### src/rtl/core/jval_pkg.sv
// Shared types, widths and helpers for the joint velocity and acceleration limiter.
`timescale 1ns / 1ps
package jval_pkg;

  localparam int MAX_SUBSTEPS = 16;
  localparam int US_PER_S     = 1000000;

  localparam int POS_W   = 24;
  localparam int VLIM_W  = 23;
  localparam int BLEND_W = 17;
  localparam int PER_W   = 20;
  localparam int EL_W    = 22;
  localparam int DT_W    = 22;
  localparam int FRAC_W  = 16;

  localparam int N_W     = $clog2(MAX_SUBSTEPS + 1);
  localparam int DEN_W   = $clog2(MAX_SUBSTEPS * US_PER_S + 1);
  localparam int REM_W   = DT_W + 2;
  localparam int WIDE_W  = 28;
  localparam int BPROD_W = BLEND_W + 1 + POS_W + 1;
  localparam int APROD_W = VLIM_W + DT_W;
  localparam int PROD_W  = POS_W + DT_W + 1;
  localparam int DVD_W   = 46;
  localparam int Q_W     = 26;
  localparam int DCNT_W  = $clog2(DVD_W + 1);

  localparam int ADDR_W  = 5;
  localparam int DATA_W  = 32;
  localparam int IDX_W   = ADDR_W - 2;

  localparam logic [IDX_W-1:0] REG_POS_LOW   = 3'd0;
  localparam logic [IDX_W-1:0] REG_POS_HIGH  = 3'd1;
  localparam logic [IDX_W-1:0] REG_VEL_LIMIT = 3'd2;
  localparam logic [IDX_W-1:0] REG_ACC_LIMIT = 3'd3;
  localparam logic [IDX_W-1:0] REG_BLEND     = 3'd4;
  localparam logic [IDX_W-1:0] REG_CTRL_PER  = 3'd5;
  localparam logic [IDX_W-1:0] REG_OUT_PER   = 3'd6;

  typedef struct packed {
    logic [POS_W-1:0]   pos_low;
    logic [POS_W-1:0]   pos_high;
    logic [VLIM_W-1:0]  vel_limit;
    logic [VLIM_W-1:0]  acc_limit;
    logic [BLEND_W-1:0] blend;
    logic [PER_W-1:0]   ctrl_period;
    logic [PER_W-1:0]   out_period;
  } cfg_t;

  localparam cfg_t CFG_RESET = '{
    pos_low:     24'h800000,
    pos_high:    24'h7fffff,
    vel_limit:   23'd65536,
    acc_limit:   23'd131072,
    blend:       17'd1311,
    ctrl_period: 20'd10000,
    out_period:  20'd5000
  };

  typedef struct packed {
    logic load;
    logic bmul;
    logic badd;
    logic cnt_step;
    logic den;
    logic div_go;
    logic da_load;
    logic vel;
    logic vmul;
    logic pos;
  } dp_cmd_t;

  typedef struct packed {
    logic cnt_done;
    logic div_done;
    logic last;
    logic out_free;
  } dp_sts_t;

  function automatic logic signed [WIDE_W-1:0] ext_pos(input logic [POS_W-1:0] x);
    ext_pos = {{(WIDE_W-POS_W){x[POS_W-1]}}, x};
  endfunction

  function automatic logic [POS_W-1:0] sat_pos(input logic signed [WIDE_W-1:0] x);
    logic signed [WIDE_W-1:0] lo;
    logic signed [WIDE_W-1:0] hi;
    lo = {{(WIDE_W-POS_W+1){1'b1}}, {(POS_W-1){1'b0}}};
    hi = {{(WIDE_W-POS_W+1){1'b0}}, {(POS_W-1){1'b1}}};
    if (x < lo) begin
      sat_pos = lo[POS_W-1:0];
    end else if (x > hi) begin
      sat_pos = hi[POS_W-1:0];
    end else begin
      sat_pos = x[POS_W-1:0];
    end
  endfunction

endpackage

### src/rtl/core/jval_ctrl.sv
// Sequencer for tick set-up and the substep loop.
`timescale 1ns / 1ps
module jval_ctrl (
  input  logic                clk,
  input  logic                rst_n,
  input  logic                in_valid,
  output logic                in_ready,
  input  jval_pkg::dp_sts_t   sts,
  output jval_pkg::dp_cmd_t   cmd
);

  typedef enum logic [11:0] {
    S_IDLE    = 12'b0000_0000_0001,
    S_BMUL    = 12'b0000_0000_0010,
    S_BADD    = 12'b0000_0000_0100,
    S_COUNT   = 12'b0000_0000_1000,
    S_DEN     = 12'b0000_0001_0000,
    S_DA_GO   = 12'b0000_0010_0000,
    S_DA_WAIT = 12'b0000_0100_0000,
    S_VEL     = 12'b0000_1000_0000,
    S_VMUL    = 12'b0001_0000_0000,
    S_P_GO    = 12'b0010_0000_0000,
    S_P_WAIT  = 12'b0100_0000_0000,
    S_POS     = 12'b1000_0000_0000
  } state_t;

  state_t state_r;
  state_t state_nxt;

  assign in_ready = (state_r == S_IDLE);

  always_ff @(posedge clk) begin
    if (!rst_n) begin
      state_r <= S_IDLE;
    end else begin
      state_r <= state_nxt;
    end
  end

  always_comb begin
    cmd       = '0;
    state_nxt = state_r;
    unique case (state_r)
      S_IDLE: begin
        if (in_valid) begin
          cmd.load  = 1'b1;
          state_nxt = S_BMUL;
        end
      end
      S_BMUL: begin
        cmd.bmul  = 1'b1;
        state_nxt = S_BADD;
      end
      S_BADD: begin
        cmd.badd  = 1'b1;
        state_nxt = S_COUNT;
      end
      S_COUNT: begin
        if (sts.cnt_done) begin
          state_nxt = S_DEN;
        end else begin
          cmd.cnt_step = 1'b1;
        end
      end
      S_DEN: begin
        cmd.den   = 1'b1;
        state_nxt = S_DA_GO;
      end
      S_DA_GO: begin
        cmd.div_go = 1'b1;
        state_nxt  = S_DA_WAIT;
      end
      S_DA_WAIT: begin
        if (sts.div_done) begin
          cmd.da_load = 1'b1;
          state_nxt   = S_VEL;
        end
      end
      S_VEL: begin
        cmd.vel   = 1'b1;
        state_nxt = S_VMUL;
      end
      S_VMUL: begin
        cmd.vmul  = 1'b1;
        state_nxt = S_P_GO;
      end
      S_P_GO: begin
        cmd.div_go = 1'b1;
        state_nxt  = S_P_WAIT;
      end
      S_P_WAIT: begin
        if (sts.div_done) begin
          state_nxt = S_POS;
        end
      end
      S_POS: begin
        if (sts.out_free) begin
          cmd.pos   = 1'b1;
          state_nxt = sts.last ? S_IDLE : S_VEL;
        end
      end
      default: state_nxt = S_IDLE;
    endcase
  end

endmodule

### config.mk
export PLATFORM = sky130hd
export DESIGN_NAME = jval_ctrl
export DESIGN_NICKNAME = d
export VERILOG_FILES = /design/src/rtl/core/jval_pkg.sv /design/src/rtl/core/jval_ctrl.sv
export SDC_FILE = /design/constraint.sdc
export NUM_CORES = 1
export LEC_CHECK = 0
export ABC_AREA = 1
export ABC_CLOCK_PERIOD_IN_PS = 1100
export BUFFER_PORTS_ARGS = -buffer_cell sky130_fd_sc_hd__buf_2
export CAP_MARGIN = 10
export CORE_MARGIN = 1.5
export CORE_UTILIZATION = 50
export CTS_BUF_LIST = sky130_fd_sc_hd__clkbuf_8
export DETAILED_ROUTE_END_ITERATION = 8
export PLACE_DENSITY = 0.77
export SYNTH_ARGS = -nofsm -noshare
export SYNTH_HDL_FRONTEND = slang
export SYNTH_SLANG_ARGS = --single-unit
### constraint.sdc
create_clock -name clk -period 1.1 [get_ports clk]
set_input_delay 0.055 -clock clk [delete_from_list [all_inputs] [get_ports clk]]
set_output_delay 0.055 -clock clk [all_outputs]
set_load 0.01 [all_outputs]
==> metrics, run 1 <==
Power Total=2958 uW; number of warnings issued by yosys=0; Pre-antenna DRT Iters=5; total of hold buffers inserted after clock tree synthesis=0; Placement Setup Slack=-0.3070 ns; Max IR drop VDD=1637 uV; top cell type by total area after synthesis=dfxtp_1; pin count of the biggest net entering global routing=10; biggest regs=state_r x12; violated checks=setup timing; critical path, cell by cell=nor2_4 -> inv_1 -> buf_4 -> nor2_1 -> nand2_1 -> buf_4 -> inv_1 -> buf_2; via density per instance=5.942; Final ANT Viol Nets=0; fraction of layout cells with a size suffix above 1=0.5654; required time of the worst setup path=1.04 ns; root buffer cell=clkbuf_8; sequential element share of the synthesized area=0.2914; Worst Setup Path Type=register to output port; number of standard-cell rows in the floorplan=14; Synth top area share=0.2914; family of cells with the greatest summed delay on the critical path=buffers and inverters; worst rel slew slack=0.8397; instance area after placement=1060 um^2; final max-slew violation count=0; count of final hold-check violations=0; slack of the critical path=-0.6526 ns; worst r2r src=state_r[1]$_SDFFE_PN0P_; chip width=43.61 um; synthesized netlist net count=149; initial detailed-routing violation count=97; area inside the core boundary=1524 um^2; clock buffer count from CTS=3; measured slew at the worst slew-check pin=0.2386 ns; ports placed on the boundary=18; final net count=199; number of global-route vias before repair=1,070; Synth Area per Inst=5.807 um^2; post-route cell area=1423 um^2; GRT Util Overall=0.3848; CTS H-Tree Depth=1; CTS tree=built; initial antenna violation count=0; HPWL Detailed=1626 um; longest individual stage delay on the worst path=0.34 ns; initial core utilization=0.5411; maximum clock frequency=570.6 MHz; clock network latency to the later pin of the worst-skew pair=0.26 ns; path category of the worst min-delay check=input port to register; clk_skew=0.008305 ns; number of register bits inferred by synthesis=12; # port buffers=17; maxcap violations=0; final setup violating endpoints=23; element type at the critical path end=output port; Unique masters post-synth=16; endpoint arrival time on the critical path=1.70 ns; first-pass GRT wire length=5202 um; routed wire length=4129 um; Syn-to-layout area delta=72.53%; number of flip-flops in the largest register=12; RSZ-0062 raised after global routing=yes; number of antenna cells inserted=0; number of instances in the synthesized netlist=142; P per Cell Area=2079 nW/um^2; highest-delay cell along the critical path=dfxtp_2; average wire per cell in the routed design=19.95 um; synthesized area=824.5 um^2; clock slew seen by the registers of the worst setup and hold paths=0.06 ns; Die Outline Area=1902 um^2; residual overflow from global routing=0; final period utilization=1.593; combined buffer and inverter count along the critical path=5; residual DRC count=0; # placed instances=191; run status=finished with violations; Top reg by flops=state_r; largest fanout on the critical path=2; chip height=43.61 um; startpoint type of the worst setup path=register; CTS Buffer Depth=2; total via count in the routed design=1,230; top cells by area, synth=dfxtp_1, nand2_1, inv_1, nor2_1, nand2_2; Final Critical Period=1.753 ns; startpoint of the tightest hold check path=rst_n; GPL Wtd Cong=0.8824; crit path from=state_r[1]$_SDFFE_PN0P_; sinks on the clock net=12; leakage power summed over all cells=0.0008143 uW; final instance count without filler cells=207
kinds of logic after synthesis:
kind of cell | after synthesis | synth area share
and+or+nand+nor | 91 | 0.5220
AOI/OAI and AO/OA | 3 | 0.01820
DFF | 12 | 0.2914
buffers and inverters | 36 | 0.1684
synth_stat cells:
master / n
o21ai_0: 2
nand3_1: 8
nand3_2: 1
nor2_1: 24
inv_1: 34
nand2_4: 2
nor2_4: 2
buf_2: 1
a21oi_1: 1
nor3_1: 3
nand2_2: 7
nand2_1: 36
dfxtp_1: 12
nor2_2: 7
inv_4: 1
nand3b_1: 1
per-stage QoR:
step                utilization  hold slack [ns]  setup TNS [ns]
floorplan                     -           0.1971          -1.118
global placement         0.6954           0.3500          -3.160
detailed placement       0.6954           0.3772          -4.066
CTS                      0.8563           0.1177          -7.012
global route             0.9335           0.1374          -10.28
finish                   0.9335           0.1251          -10.20
what timing repair did:
| action | in CTS | in global routing |
|---|---|---|
| buffers inserted | 10 | 6 |
| pin swaps | 15 | 15 |
| setup endpoints to repair | 23 | 23 |
| gates resized for setup | 39 | 34 |
layer usage:
metal / share of wire / GRT usage / vias to the layer above
met5: 0 / 0 / -
met4: 0.083 / 0.2061 / 0
met1: 0.35 / 0.4592 / 543
li1: - / - / 509
met3: 0.12 / 0.07917 / 46
met2: 0.45 / 0.6412 / 132
path summary, 6_finish.rpt:
check	endpoint	slack (ns)	cells after the start
max	cmd[7]	-0.65	8
min	state_r[3]$_SDFFE_PN0P_	0.13	3
max reg2reg	state_r[7]$_SDFFE_PN0P_	-0.55	11
min reg2reg	state_r[6]$_SDFFE_PN0P_	0.67	5
cell usage in the layout (no fill, tap or decap), drive strengths merged:
cell type and count:
o21ai 2, inv 35, nand2 45, buf 46, nand3 9, clkbuf 4, a21oi 1, nand3b 1
nor3 3, nor2 33, dfxtp 12
final cells by class:
| type | count | area (um^2) |
|---|---|---|
| clock buffer | 4 | 55.05 |
| fill | 52 | 101.3 |
| inverter | 35 | 143.9 |
| multi-input combinational | 94 | 573.1 |
| sequential | 12 | 255.2 |
| tap | 16 | 20.02 |
| timing repair buffer | 46 | 375.4 |
tightest hold or removal path, delay by kind of cell:
kind | cells | cell delay (ns)
simple gates | 2 | 0.11
buf+inv | 1 | 0.17
report_power, final:
part           internal (uW)  switching [uW]  total [uW]  leakage, uW
logic                    704            1110        1820     0.000684
clock network            318             203         521    0.0000288
registers                521            99.5         620     0.000102
Note: power is estimated with default switching activity, not from simulation.
==> run 2: changes to the inputs <==
--- a/config.mk
+++ b/config.mk
@@ -13,6 +13,8 @@
 export CORE_UTILIZATION = 50
 export CTS_BUF_LIST = sky130_fd_sc_hd__clkbuf_8
 export DETAILED_ROUTE_END_ITERATION = 8
+export GPL_TIMING_DRIVEN = 1
+export MAX_ROUTING_LAYER = met4
 export PLACE_DENSITY = 0.77
 export SYNTH_ARGS = -nofsm -noshare
 export SYNTH_HDL_FRONTEND = slang
==> metrics, run 2 (synthesis results as in run 1) <==
Syn-to-layout area delta=72.53%; routed wire length=4153 um; critical path, cell by cell=nor2_4 -> nand2_4 -> nor2_4 -> nand2_2 -> buf_6 -> nor2_1 -> buf_2; number of standard-cell rows in the floorplan=14; first-pass GRT wire length=5202 um; ports placed on the boundary=18; Post-Route Setup TNS=-10.05 ns; path category of the worst min-delay check=input port to register; Max IR drop VDD=1637 uV; CTS H-Tree Depth=1; leakage power summed over all cells=0.0008143 uW; residual overflow from global routing=0; Worst Setup Path Type=register to output port; highest-delay cell along the critical path=dfxtp_2; sinks on the clock net=12; combined buffer and inverter count along the critical path=2; final instance count without filler cells=207; family of cells with the greatest summed delay on the critical path=simple AND/OR/NAND/NOR gates; measured slew at the worst slew-check pin=0.2538 ns; reg2reg setup slack=-0.55 ns; crit path from=state_r[1]$_SDFFE_PN0P_; fraction of layout cells with a size suffix above 1=0.5654; destination of the worst hold path=state_r[3]$_SDFFE_PN0P_; P per Cell Area=2087 nW/um^2; count of final hold-check violations=0; area inside the core boundary=1524 um^2; clk_skew=0.007181 ns; clock buffer count from CTS=3; endpoint arrival time on the critical path=1.65 ns; GPL Wtd Cong=0.8971; final setup violating endpoints=23; number of antenna cells inserted=0; biggest regs=state_r x12; commonest cells after routing, fill and taps aside=inv_1, nand2_1, buf_4, nor2_1, buf_6; clock slew seen by the registers of the worst setup and hold paths=0.06 ns; final period utilization=1.548; Critical R2R Capture=state_r[0]$_SDFFE_PN1P_; required time of the worst setup path=1.04 ns; initial detailed-routing violation count=92; final max-slew violation count=0; number of cells traversed by the worst register-to-register path=11; RSZ-0062 raised after global routing=yes; sequential group share of total power=0.210; violated checks=setup timing; Top reg by flops=state_r; pin count of the biggest net entering global routing=10; Final ANT Viol Nets=0; # port buffers=17; Final Critical Period=1.702 ns; internal power component=1544 uW; CTS tree=built; clock network power share=0.177; clock network latency to the later pin of the worst-skew pair=0.26 ns; part of the power in combinational logic=0.613; run status=finished with violations; chip height=43.61 um; GRT Util Overall=0.3967; CTS Buffer Depth=2; final net count=199; net switching fraction of the power=0.4800; residual DRC count=0; element type at the critical path end=output port; root buffer cell=clkbuf_8; slack of the critical path=-0.6024 ns; via density per instance=6.082; HPWL Detailed=1626 um; maxcap violations=0; longest individual stage delay on the worst path=0.34 ns; initial core utilization=0.5411; worst rel slew slack=0.8295; startpoint type of the worst setup path=register; average wire per cell in the routed design=20.06 um; largest fanout on the critical path=5; chip width=43.61 um; startpoint of the tightest hold check path=rst_n; number of global-route vias before repair=1,070; Worst path most repeated cell=nor2_4; # placed instances=191; maximum clock frequency=587.4 MHz; worst r2r src=state_r[1]$_SDFFE_PN0P_; count of cells along the worst hold path=3; initial antenna violation count=0; NetSw=1425 uW; Die Outline Area=1902 um^2; number of flip-flops in the largest register=12; Pre-antenna DRT Iters=5; total via count in the routed design=1,259; number of filler cells placed in the layout=52
## run 2: cell counts in the layout (fill, tap and decap cells not counted)
No cell type changed its count.
## run 2: worst max-delay path by stage
stage | to | slack [ns] | cells after the start
after detailed placement | state_r[4]$_SDFFE_PN0P_ | -0.31 | 10
after CTS | state_r[4]$_SDFFE_PN0P_ | -0.37 | 11
final | cmd[0] | -0.60 | 7
after global routing | cmd[0] | -0.58 | 7
after floorplan | state_r[4]$_SDFFE_PN0P_ | -0.14 | 10
after global placement | state_r[4]$_SDFFE_PN0P_ | -0.26 | 10
## run 2: layer usage
metal	vias up	share of wire	global-route usage
met1	540	0.32	0.4592
met3	51	0.15	0.07917
met5	-	0	-
met2	161	0.44	0.6412
li1	507	-	-
met4	0	0.088	0.2061
## run 2: worst min-delay path, cell delays in order
cell and delay, ns:
buf_2 0.17, nand2_1 0.09, nor2_1 0.03
## run 2: power groups by stage
stage | clock network, uW | registers, uW | logic [uW]
final | 525 | 624 | 1820
after global routing | 525 | 617 | 1890
after CTS | 503 | 599 | 1410
after detailed placement | 0 | 570 | 1250
after global placement | 0 | 566 | 1220
after floorplan | 0 | 558 | 868
## run 2: area by class of cell
| class | count | area (um^2) | share of cell area |
|---|---|---|---|
| multi-input combinational | 94 | 573.1 | 0.4028 |
| sequential | 12 | 255.2 | 0.1794 |
| tap | 16 | 20.02 | 0.01407 |
| inverter | 35 | 143.9 | 0.1011 |
| timing repair buffer | 46 | 375.4 | 0.2639 |
| clock buffer | 4 | 55.05 | 0.03870 |
## run 2: per-stage QoR
stage | worst slack, ns | total power, uW | utilization | instance area [um^2] | hold WS (ns)
final | -0.6024 | 2969 | 0.9335 | 1423 | 0.1241
after CTS | -0.3695 | 2512 | 0.8563 | 1305 | 0.1177
after global placement | -0.2616 | 1782 | 0.6954 | 1060 | 0.3500
after global routing | -0.5844 | 3035 | 0.9335 | 1423 | 0.1374
after detailed placement | -0.3070 | 1819 | 0.6954 | 1060 | 0.3772
after floorplan | -0.1362 | 1426 | - | 832.0 | 0.1971
## run 2: timing repair
item / CTS / global route
buffers inserted: 10 / 6
pin swaps: 15 / 15
hold buffers: 0 / 0
resized for setup: 39 / 34
endpoints found under the setup margin: 23 / 23
cloned: 0 / 0
